## src/rtl/fwc_pkg.sv

```systemverilog
// fwc_pkg: shared types and constants of the flash-ADC word compressor.
// No dependencies.
package fwc_pkg;

    localparam int StampW     = 20;
    localparam int CountW     = 8;
    localparam int DataW      = 12;
    localparam int SampleW    = 13;
    localparam int CodeW      = 28;
    localparam int LenW       = 5;
    localparam int NumSamples = 4;
    localparam int QueueDepth = 2;

    localparam logic [CountW-1:0] RunMax = 8'd255;

    localparam logic [LenW-1:0] LenRun   = 5'd28;
    localparam logic [LenW-1:0] LenShort = 5'd4;
    localparam logic [LenW-1:0] LenEsc   = 5'd17;

    localparam logic SecRun    = 1'b0;
    localparam logic SecSample = 1'b1;

    localparam logic [2:0] StepRec0    = 3'd0;
    localparam logic [2:0] StepRec1    = 3'd1;
    localparam logic [2:0] StepSmp0    = 3'd2;
    localparam logic [2:0] StepSmpLast = 3'd5;

    typedef struct packed {
        logic               esc;
        logic [SampleW-1:0] val;
    } t_smp;

    typedef struct packed {
        logic                       rec0_valid;
        logic [CodeW-1:0]           rec0;
        logic                       rec1_valid;
        logic [CodeW-1:0]           rec1;
        t_smp [NumSamples-1:0]      smp;
    } t_job;

endpackage

```

## src/rtl/fwc_if.sv

```systemverilog
// fwc_if: valid/ready channel interfaces for ADC words and result codes.
// Depends on nothing.
interface fwc_in_if;
    logic        valid;
    logic        ready;
    logic [19:0] time_stamp;
    logic [3:0]  overflow_flags;
    logic [11:0] adc_b0;
    logic [11:0] adc_a0;
    logic [11:0] adc_b1;
    logic [11:0] adc_a1;
    logic        final_word;

    modport source (output valid, time_stamp, overflow_flags, adc_b0, adc_a0, adc_b1,
                    adc_a1, final_word, input ready);
    modport sink (input valid, time_stamp, overflow_flags, adc_b0, adc_a0, adc_b1,
                  adc_a1, final_word, output ready);
endinterface

interface fwc_out_if;
    logic        valid;
    logic        ready;
    logic        section;
    logic [27:0] code_bits;
    logic [4:0]  code_length;
    logic        last_of_item;

    modport source (output valid, section, code_bits, code_length, last_of_item,
                    input ready);
    modport sink (input valid, section, code_bits, code_length, last_of_item,
                  output ready);
endinterface

```

## src/rtl/fwc_front.sv

```systemverilog
// fwc_front: accepts ADC words, tracks timestamp runs and sample deltas,
// and builds one job per word. Depends on fwc_pkg and fwc_if.
module fwc_front (
    input  logic          i_clk,
    input  logic          i_rst_n,
    fwc_in_if.sink        i_in,
    input  logic          i_full,
    output logic          o_push,
    output fwc_pkg::t_job o_job
);
    import fwc_pkg::*;

    logic [StampW-1:0]  r_prev_stamp, n_prev_stamp;
    logic               r_run_open, n_run_open;
    logic [StampW-1:0]  r_run_start, n_run_start;
    logic [CountW-1:0]  r_run_count, n_run_count;
    logic [SampleW-1:0] r_prev_sample, n_prev_sample;

    logic                             goes_on;
    logic [StampW-1:0]                new_start;
    logic [CountW-1:0]                new_count;
    logic [NumSamples-1:0][SampleW-1:0] samples;
    logic [SampleW-1:0]               last_sample;

    assign i_in.ready = !i_full;
    assign o_push     = i_in.valid && !i_full;

    assign samples[0] = {i_in.overflow_flags[0], i_in.adc_a1};
    assign samples[1] = {i_in.overflow_flags[1], i_in.adc_b1};
    assign samples[2] = {i_in.overflow_flags[2], i_in.adc_a0};
    assign samples[3] = {i_in.overflow_flags[3], i_in.adc_b0};

    assign goes_on = r_run_open && (r_prev_stamp != {StampW{1'b1}}) &&
                     (i_in.time_stamp == r_prev_stamp + StampW'(1)) &&
                     (r_run_count != RunMax);

    assign new_start = goes_on ? r_run_start : i_in.time_stamp;
    assign new_count = goes_on ? r_run_count + CountW'(1) : CountW'(1);

    always_comb begin
        logic [SampleW-1:0]   prev;
        logic signed [SampleW:0] diff;
        prev = r_prev_sample;
        o_job.rec0_valid = r_run_open && !goes_on;
        o_job.rec0       = {r_run_start, r_run_count};
        o_job.rec1_valid = i_in.final_word;
        o_job.rec1       = {new_start, new_count};
        for (int k = 0; k < NumSamples; k++) begin
            diff = $signed({1'b0, samples[k]}) - $signed({1'b0, prev});
            if (diff <= $signed(14'sd7) && diff >= $signed(-14'sd7)) begin
                o_job.smp[k].esc = 1'b0;
                o_job.smp[k].val = SampleW'(samples[k] - prev + SampleW'(8));
            end else begin
                o_job.smp[k].esc = 1'b1;
                o_job.smp[k].val = samples[k];
            end
            prev = samples[k];
        end
        last_sample = prev;
    end

    always_comb begin
        n_prev_stamp  = r_prev_stamp;
        n_run_open    = r_run_open;
        n_run_start   = r_run_start;
        n_run_count   = r_run_count;
        n_prev_sample = r_prev_sample;
        if (o_push) begin
            n_prev_stamp = i_in.time_stamp;
            if (i_in.final_word) begin
                n_run_open    = 1'b0;
                n_run_start   = '0;
                n_run_count   = '0;
                n_prev_sample = '0;
            end else begin
                n_run_open    = 1'b1;
                n_run_start   = new_start;
                n_run_count   = new_count;
                n_prev_sample = last_sample;
            end
        end
    end

    always_ff @(posedge i_clk) begin
        if (!i_rst_n) begin
            r_prev_stamp  <= '0;
            r_run_open    <= 1'b0;
            r_run_start   <= '0;
            r_run_count   <= '0;
            r_prev_sample <= '0;
        end else begin
            r_prev_stamp  <= n_prev_stamp;
            r_run_open    <= n_run_open;
            r_run_start   <= n_run_start;
            r_run_count   <= n_run_count;
            r_prev_sample <= n_prev_sample;
        end
    end

endmodule

```

## src/rtl/fwc_queue.sv

```systemverilog
// fwc_queue: short job queue between the front and back parts.
// Depends on fwc_pkg.
module fwc_queue #(
    parameter int QUEUE_DEPTH = fwc_pkg::QueueDepth
) (
    input  logic          i_clk,
    input  logic          i_rst_n,
    input  logic          i_push,
    input  fwc_pkg::t_job i_job,
    output logic          o_full,
    input  logic          i_pop,
    output logic          o_avail,
    output fwc_pkg::t_job o_job
);
    import fwc_pkg::*;

    localparam int PtrW = (QUEUE_DEPTH > 1) ? $clog2(QUEUE_DEPTH) : 1;
    localparam int CntW = $clog2(QUEUE_DEPTH + 1);
    localparam logic [PtrW-1:0] LastPtr = PtrW'(QUEUE_DEPTH - 1);

    t_job            r_mem [QUEUE_DEPTH];
    logic [PtrW-1:0] r_wr_ptr, n_wr_ptr;
    logic [PtrW-1:0] r_rd_ptr, n_rd_ptr;
    logic [CntW-1:0] r_count, n_count;

    assign o_full  = (r_count == CntW'(QUEUE_DEPTH));
    assign o_avail = (r_count != '0);
    assign o_job   = r_mem[r_rd_ptr];

    always_comb begin
        n_wr_ptr = r_wr_ptr;
        n_rd_ptr = r_rd_ptr;
        n_count  = r_count;
        if (i_push) begin
            n_wr_ptr = (r_wr_ptr == LastPtr) ? '0 : r_wr_ptr + PtrW'(1);
        end
        if (i_pop) begin
            n_rd_ptr = (r_rd_ptr == LastPtr) ? '0 : r_rd_ptr + PtrW'(1);
        end
        case ({i_push, i_pop})
            2'b10:   n_count = r_count + CntW'(1);
            2'b01:   n_count = r_count - CntW'(1);
            default: n_count = r_count;
        endcase
    end

    always_ff @(posedge i_clk) begin
        if (i_push) begin
            r_mem[r_wr_ptr] <= i_job;
        end
    end

    always_ff @(posedge i_clk) begin
        if (!i_rst_n) begin
            r_wr_ptr <= '0;
            r_rd_ptr <= '0;
            r_count  <= '0;
        end else begin
            r_wr_ptr <= n_wr_ptr;
            r_rd_ptr <= n_rd_ptr;
            r_count  <= n_count;
        end
    end

endmodule

```

## src/rtl/fwc_back.sv

```systemverilog
// fwc_back: walks the head job and emits its codes, one per cycle while
// output is ready, via a registered output stage. Uses fwc_pkg, fwc_if.
module fwc_back (
    input  logic          i_clk,
    input  logic          i_rst_n,
    input  logic          i_avail,
    input  fwc_pkg::t_job i_job,
    output logic          o_pop,
    fwc_out_if.source     o_out
);
    import fwc_pkg::*;

    logic [2:0]       r_step, n_step;
    logic [2:0]       cur;
    logic [1:0]       smp_idx;
    t_smp             smp;
    logic             load;
    logic             r_valid;
    logic             r_section;
    logic [CodeW-1:0] r_bits;
    logic [LenW-1:0]  r_len;
    logic             r_last;

    assign load = i_avail && (!r_valid || o_out.ready);

    always_comb begin
        cur = r_step;
        if (r_step == StepRec0 && !i_job.rec0_valid) begin
            cur = i_job.rec1_valid ? StepRec1 : StepSmp0;
        end else if (r_step == StepRec1 && !i_job.rec1_valid) begin
            cur = StepSmp0;
        end
    end

    assign smp_idx = 2'(cur - StepSmp0);
    assign smp     = i_job.smp[smp_idx];
    assign o_pop   = load && (cur == StepSmpLast);
    assign n_step  = !load ? r_step : (o_pop ? StepRec0 : cur + 3'd1);

    always_ff @(posedge i_clk) begin
        if (load) begin
            r_last <= (cur == StepSmpLast);
            case (cur)
                StepRec0: begin
                    r_section <= SecRun;
                    r_bits    <= i_job.rec0;
                    r_len     <= LenRun;
                end
                StepRec1: begin
                    r_section <= SecRun;
                    r_bits    <= i_job.rec1;
                    r_len     <= LenRun;
                end
                default: begin
                    r_section <= SecSample;
                    if (smp.esc) begin
                        r_bits <= CodeW'(smp.val);
                        r_len  <= LenEsc;
                    end else begin
                        r_bits <= CodeW'(smp.val[3:0]);
                        r_len  <= LenShort;
                    end
                end
            endcase
        end
    end

    always_ff @(posedge i_clk) begin
        if (!i_rst_n) begin
            r_step  <= StepRec0;
            r_valid <= 1'b0;
        end else begin
            r_step <= n_step;
            if (load) begin
                r_valid <= 1'b1;
            end else if (o_out.ready) begin
                r_valid <= 1'b0;
            end
        end
    end

    assign o_out.valid        = r_valid;
    assign o_out.section      = r_section;
    assign o_out.code_bits    = r_bits;
    assign o_out.code_length  = r_len;
    assign o_out.last_of_item = r_last;

endmodule

```

## src/rtl/fadc_word_compressor.sv

```systemverilog
// fadc_word_compressor: run-length timestamp and delta sample coder.
// A word's job is held in the queue; codes leave via a registered stage.
// Output: 4 to 6 codes per word, one code per cycle on the single
// result channel while it is ready; a closed run and a flush give 6 codes.
// A two-job queue lets the input take new words while codes drain.
// Reset (synchronous, active low) clears run state, queue and output valid.
module fadc_word_compressor #(
    parameter int QUEUE_DEPTH = fwc_pkg::QueueDepth
) (
    input  logic      i_clk,
    input  logic      i_rst_n,
    fwc_in_if.sink    i_in,
    fwc_out_if.source o_out
);
    import fwc_pkg::*;

    logic full;
    logic push;
    logic avail;
    logic pop;
    t_job push_job;
    t_job head_job;

    fwc_front u_front (
        .i_clk   (i_clk),
        .i_rst_n (i_rst_n),
        .i_in    (i_in),
        .i_full  (full),
        .o_push  (push),
        .o_job   (push_job)
    );

    fwc_queue #(
        .QUEUE_DEPTH (QUEUE_DEPTH)
    ) u_queue (
        .i_clk   (i_clk),
        .i_rst_n (i_rst_n),
        .i_push  (push),
        .i_job   (push_job),
        .o_full  (full),
        .i_pop   (pop),
        .o_avail (avail),
        .o_job   (head_job)
    );

    fwc_back u_back (
        .i_clk   (i_clk),
        .i_rst_n (i_rst_n),
        .i_avail (avail),
        .i_job   (head_job),
        .o_pop   (pop),
        .o_out   (o_out)
    );

endmodule
```

## src/flat_wrapper.sv

```systemverilog
// flat-port wrapper written by rule: the top's interface ports become plain ports
module fadc_word_compressor_flat import fwc_pkg::*;
#(
    parameter int QUEUE_DEPTH = fwc_pkg::QueueDepth
)
  (i_clk, i_rst_n, i_in_valid, i_in_time_stamp, i_in_overflow_flags, i_in_adc_b0, i_in_adc_a0, i_in_adc_b1, i_in_adc_a1, i_in_final_word, i_in_ready, o_out_valid, o_out_section, o_out_code_bits, o_out_code_length, o_out_last_of_item, o_out_ready);
  fwc_in_if i_in_i ();
  fwc_out_if o_out_i ();
  input  logic i_clk;
  input  logic i_rst_n;
  input wire logic [$bits(i_in_i.valid)-1:0] i_in_valid;
  input wire logic [$bits(i_in_i.time_stamp)-1:0] i_in_time_stamp;
  input wire logic [$bits(i_in_i.overflow_flags)-1:0] i_in_overflow_flags;
  input wire logic [$bits(i_in_i.adc_b0)-1:0] i_in_adc_b0;
  input wire logic [$bits(i_in_i.adc_a0)-1:0] i_in_adc_a0;
  input wire logic [$bits(i_in_i.adc_b1)-1:0] i_in_adc_b1;
  input wire logic [$bits(i_in_i.adc_a1)-1:0] i_in_adc_a1;
  input wire logic [$bits(i_in_i.final_word)-1:0] i_in_final_word;
  output wire logic [$bits(i_in_i.ready)-1:0] i_in_ready;
  output wire logic [$bits(o_out_i.valid)-1:0] o_out_valid;
  output wire logic [$bits(o_out_i.section)-1:0] o_out_section;
  output wire logic [$bits(o_out_i.code_bits)-1:0] o_out_code_bits;
  output wire logic [$bits(o_out_i.code_length)-1:0] o_out_code_length;
  output wire logic [$bits(o_out_i.last_of_item)-1:0] o_out_last_of_item;
  input wire logic [$bits(o_out_i.ready)-1:0] o_out_ready;
  assign i_in_i.valid = i_in_valid;
  assign i_in_i.time_stamp = i_in_time_stamp;
  assign i_in_i.overflow_flags = i_in_overflow_flags;
  assign i_in_i.adc_b0 = i_in_adc_b0;
  assign i_in_i.adc_a0 = i_in_adc_a0;
  assign i_in_i.adc_b1 = i_in_adc_b1;
  assign i_in_i.adc_a1 = i_in_adc_a1;
  assign i_in_i.final_word = i_in_final_word;
  assign i_in_ready = i_in_i.ready;
  assign o_out_valid = o_out_i.valid;
  assign o_out_section = o_out_i.section;
  assign o_out_code_bits = o_out_i.code_bits;
  assign o_out_code_length = o_out_i.code_length;
  assign o_out_last_of_item = o_out_i.last_of_item;
  assign o_out_i.ready = o_out_ready;
  fadc_word_compressor #(.QUEUE_DEPTH(QUEUE_DEPTH)) u_core (.i_clk(i_clk), .i_rst_n(i_rst_n), .i_in(i_in_i), .o_out(o_out_i));
endmodule
```

## config.mk

```make
export PLATFORM = sky130hd
export DESIGN_NAME = fadc_word_compressor_flat
export DESIGN_NICKNAME = d
export VERILOG_FILES = /design/src/rtl/fwc_pkg.sv /design/src/rtl/fwc_if.sv /design/src/rtl/fwc_front.sv /design/src/rtl/fwc_queue.sv /design/src/rtl/fwc_back.sv /design/src/rtl/fadc_word_compressor.sv /design/src/flat_wrapper.sv
export SDC_FILE = /design/constraint.sdc
export NUM_CORES = 1
export LEC_CHECK = 0
export BUFFER_PORTS_ARGS = -buffer_cell sky130_fd_sc_hd__buf_2
export CORE_AREA = 2 2 212 214
export DETAILED_ROUTE_END_ITERATION = 10
export DIE_AREA = 0 0 214 216
export MAX_ROUTING_LAYER = met4
export PLACE_DENSITY_LB_ADDON = 0.15
export SETUP_SLACK_MARGIN = 0.15
export SYNTH_ARGS = -nofsm -noshare
export SYNTH_HDL_FRONTEND = slang
export SYNTH_SLANG_ARGS = --single-unit
```

## constraint.sdc

```tcl
create_clock -name i_clk -period 21.2 [get_ports i_clk]
set_input_delay 6.36 -clock i_clk [delete_from_list [all_inputs] [get_ports i_clk]]
set_output_delay 6.36 -clock i_clk [all_outputs]
set_load 0.02 [all_outputs]
```

; ---- Word level (Yosys, flattened, before mapping)
; Memory sizes are Yosys's and may differ from the RTL's. A register that Yosys moved wholly into a read port is not among the register bits.
; Index checks and enable logic that the tools add are counted.
[word_totals]
mem_count = 1
inputBits = 77
register_bits = 105
wordCells = 107
ram_bits = 228
[mem_list]
columns = name, depth, width, rd, rd_clocked_by_memory_dff, wr, line_no
row1 = u_core.u_queue.r_mem, 2, 114, 1, 1, 1, fwc_queue.sv:21  ; t_job r_mem [QUEUE_DEPTH];
[classes]
order_cmp = 9
muxes = 29
n_reduce_logical = 25
n_eq_ne = 9
add_sub_neg = 20
[op_table]
columns = operator, count
row1 = 14-bit two-way mux, 5
row2 = 14-bit by 4-bit >= comparator with 1-bit output (second input constant), 4
row3 = 14-bit by 4-bit less-or-equal comparator with 1-bit output (second input constant), 4
row4 = 28-bit case mux with 2 select lines, 1
row5 = 13-bit by 13-bit subtractor with 14-bit output, 4
row6 = 13-bit by 4-bit adder with 13-bit output (second input constant), 4
row7 = 13-bit subtractor, 4
row8 = 20-bit two-way mux, 2
row9 = 14-bit binary-select mux with 2-bit select, 1
row10 = 13-bit two-way mux, 2
row11 = 20-bit by 1-bit adder with 20-bit output (second input constant), 1
row12 = 20-bit equality test, 1
row13 = 20-bit != test (second input constant), 1
row14 = 8-bit two-way mux, 2
row15 = 1-bit logical AND, 13
row16 = 1-bit two-way mux, 10
row17 = 3-bit two-way mux, 3
row18 = 8-bit by 1-bit adder with 8-bit output (second input constant), 1
row19 = 8-bit != test (second input constant), 1
row20 = 3-bit by 1-bit equality test with 1-bit output (second input constant), 2
row21 = 3-bit logical NOT, 2
row22 = 2-bit nonzero test, 3
row23 = 1-bit logical NOT, 5
row24 = 5-bit two-way mux, 1
row25 = 13 further kinds, 15

; ---- Depth between registers and ports, before layout
[logic_depth]
depth_word = 9
depth_mapped = 14
mapped_depth_nobuf = 12

; ---- Cells and area by module
; Synthesis repeated with hierarchy kept, for this count alone.
[hier_totals]
cells_unflattened = 1792
area_unflattened_um2 = 20716.1
[by_module_without_submodules]
columns = module, instances, cells_per_inst, area_per_inst_um2
row1 = fwc_front, 1, 1221, 9784.4
row2 = fwc_queue, 1, 377, 8683.3
row3 = fwc_back, 1, 194, 2248.4

; ---- Worst setup path before layout
; Ideal clock, no wire load.
[synth_timing]
kind = input-to-reg
from = input i_in_valid
to = memory u_core.u_queue.r_mem[0][0] in the netlist's numbering (enable)
setup_slack_ns = 8.667
path_stages = 5
t_required_ns = 20.610
t_arrival_ns = 11.942
path_cell_list = and2_1 -> clkbuf_1 -> clkinv_1 -> clkbuf_1 -> nor2_1
[synth_between]
elab_chain_len = 3
[synth_rtl]
columns = item, line_no
row1 = from (decl), flat_wrapper.sv:11  ; input wire logic [$bits(i_in_i.valid)-1:0] i_in_valid;
row2 = 1-bit logical AND, fwc_front.sv:26  ; assign o_push = i_in.valid && !i_full;
row3 = 1-bit two-way mux, fwc_queue.sv:48  ; if (i_push) begin
row4 = 1-bit two-way mux (not written as such), fwc_queue.sv:49  ; r_mem[r_wr_ptr] <= i_job;
row5 = to (decl), fwc_queue.sv:21
; Every way passes these cells.

==> results.tsv <==
stage	metric	value	unit
pwr	p_leak	8.27	nW
flow_run	cap_violations	0	
cts	insertion_delay	530	ps
synth	synth_cell_types	78	
floorplanning	start_util	45.6	%
pwr	power	1.81	mW
synth	synthCells	1703	
place	dp_cells	2349	
worst_setup_path	worst-path-buf-inv	3	
global_route	gr-usage-all-layers	22.9	%
floorplanning	io_pins	114	
sta	tightest_slew	1010	ps
sta	finalCritPeriodShare	45.1	%
cts	cts-resized-gates	0	
place	dp_hpwl	37600	um
drt	drt_iter0_drc	846	
sta	fmax	105	MHz
sta	finalSetupTns	0	ps
synth	yosys.area_share.simple	11.6	%
synth	synth.net_count	1926	
cts	cts_hold_buf	0	
worst_setup_path	slowest_delay	500	ps
synth	yosys_warnings	0	
synth	syn_avg_cell_area	11.7	um^2
global_route	antenna_found_initial	1	
drt	met2_length	25000	um
sta	fin_ws	11650	ps
synth	syn_area	20000	um^2
worst_setup_path	crit_family	compound AO/OA/AOI/OAI gates	
synth	synthXorXnorAreaFrac	5.13	%
cts	cts.sinks	333	
floorplanning	die_area	46200	um^2
drt	highest_layer	met4	
sta	relSlewSlack	32.6	%
outcome	outcome	finished clean	
floorplanning	die_w	214	um
final_layout	nets	2017	
drt	met3_length	2300	um
floorplanning	core_area	43800	um^2
pwr	ir_worst_vdd	0.0537	mV
final_layout	diodes	0	
global_route	grt_pass1_vias	13500	
drt	post_drt_via_cell_ratio	5.69	
drt	drt_wl_total	51400	um
cts	cts_buffer_depth	3	
worst_setup_path	startpoint	i_in_adc_b1[1]	
place	dp_slack	11160	ps
floorplanning	num_rows	77	
place	gp_congestion	0.881	
cts	clk_pin_slew	60	ps
final_layout	area_growth	11.3	%
cts	cts_root_buffer	clkbuf_16	
sta	rsz0062_at_grt	no	
drt	avgRoutedWirePerCell	21.3	um
pwr	power_density	81.4	nW/um^2
synth	async_flop_share	0	%
global_route	grt_overflow	0	
drt	drc	0	
cts	htreeDepth	2	
sta	worst_clock_skew	21.0	ps
drt	routedLengthMet1	22500	um
sta	hold_viol	0	
drt	vias	13700	
synth	yosysSeqAreaShare	46.5	%
cts	cts_tree	done	
drt	drtAntennaViolNets	0	
hold_path	worstHoldStart	u_core.u_front.r_prev_sample[12]$_SDFFE_PN0P_	
final_layout	layout-drive-gt1-share	14.7	%
sta	drv_slew	0	
worst_setup_path	cp.required	21470	ps
worst_setup_path	path_cells	buf_2 -> inv_1 -> ha_1 -> inv_1 -> fa_1 -> nor3b_1 -> a221oi_1 -> a31oi_1 -> o21bai_1 -> xnor2_1 -> or4_1 -> mux2_2 -> mux2_2	
worst_setup_path	path_max_fanout	15	
global_route	grt_max_degree	83	
synth	synth_mux_area_share	11.2	%
worst_setup_path	cp.arrival	9830	ps
sta	finalSetupViolCount	0	
worst_setup_path	cp_slowest_cell	or4_1	
floorplanning	die_h	216	um
hold_path	min_path_type	reg -> reg	
final_layout	final_cells	2412	
synth	ys_ff_latch	333	
synth	synth_ff_type	edfxtp_1	
drt	drt_pass1_iterations	5	
final_layout	final_util	50.7	%
worst_setup_path	criticalPathCategory	in -> reg	
synth	synth-compound-area-share	10.5	%
worst_setup_path	cp-start-kind	input port	
cts	post_cts_buffers	0	
place	portBuffers	112	
sta	period_minus_slack	9550	ps
synth	synth-edff-count	262	
worst_setup_path	endpoint_kind	flip-flop	
global_route	grt_pass1_wl	79500	um
cts	cts_buffers	35	
synth	synth_adder_area_share	10.9	%
synth	synth_top_family_by_area	simple AND/OR/NAND/NOR gates	
report_power, final:
group	internal (mW)	leakage, nW	switching (mW)
Sequential	0.768	3.05	0.0185
Clock	0.360	0.549	0.247
Combinational	0.153	4.68	0.263
synth_stat cells, types with 30 or more instances:
library cell	n	area [um^2]
clkbuf_1	50	188
xnor2_1	78	683
a21oi_1	42	210
nand2_1	103	387
ha_1	102	1280
o21ai_0	57	285
dfxtp_1	71	1420
nor3_1	30	150
inv_1	130	488
nor2_1	56	210
mux2i_1	114	1140
fa_1	44	881
xor2_1	39	342
a21boi_0	48	360
edfxtp_1	262	7870
flip-flops by register name, indices dropped and copies added (netlist names), 2 cells and up, named ones only:
signal	cells
u_core.u_queue.r_mem	228
u_core.u_front.r_run_count	8
u_core.u_back.r_step	3
u_core.u_queue.r_count	2
u_core.u_back.o_out.code_bits	28
u_core.u_front.r_prev_sample	13
u_core.u_front.r_prev_stamp	20
u_core.u_back.o_out.code_length	4
u_core.u_front.r_run_start	20
worst register-to-register path, delay by kind of cell (launching register included):
kind / cells / cell delay (ps)
simple gates: 3 / 680
fa+ha+maj: 1 / 190
buf+inv: 4 / 1050
compound gates: 3 / 1160
mux: 1 / 340
flops: 1 / 960
cell usage in the layout (no fill, tap or decap), drive strengths merged, types with 39 or more instances in the layout:
master  instances
a21oi          48
a21boi         49
xnor2          78
dfxtp          71
o21ai          57
nand2         103
mux2i         114
fa             44
nor2           56
clkbuf         49
inv           130
buf           128
xor2           39
edfxtp        262
ha            102
path summary, 6_finish.rpt:
path,end,slack (ps),cells past startpoint
max,u_core.u_queue.r_mem[0][30]$_DFFE_PP_,11650,13
min,u_core.u_front.r_prev_sample[12]$_SDFFE_PN0P_,470,2
max reg2reg,u_core.u_back.o_out.code_bits[10]$_DFFE_PP_,16560,12
min reg2reg,u_core.u_front.r_prev_sample[12]$_SDFFE_PN0P_,470,2
kinds of logic (layout without fill, tap and decap cells):
family / Yosys count / in the layout
and+or+nand+nor: 419 / 419
DFF: 333 / 333
AOI/OAI and AO/OA: 302 / 302
adders and majority gates: 148 / 148
xor gates and xnor gates: 117 / 117
other: 1 / 1
muxes: 178 / 178
buffers and inverters: 205 / 322
final cells by class:
cell class | instances | area (um^2)
Fill cell | 3806 | 21600
Multi-Input combinational cell | 1165 | 9910
Sequential cell | 333 | 9290
Clock buffer | 49 | 981
Tap cell | 592 | 741
Timing Repair Buffer | 128 | 681
Inverter | 131 | 492
Clock inverter | 14 | 146
per-layer routing:
metal	up-vias	global-route usage [%]
met5	-	-
met4	0	7.25
met3	77	2.65
met2	349	37.6
met1	6834	29.7
li1	6474	-
through the flow:
stage          hold slack [ps]  instance area, um^2
2_1_floorplan              434                20000
3_3_place_gp               451                21100
3_5_place_dp               457                21100
4_1_cts                    472                22200
5_1_grt                    488                22200
6_report                   471                22200
No activity file was read; power rests on OpenSTA's default activity.
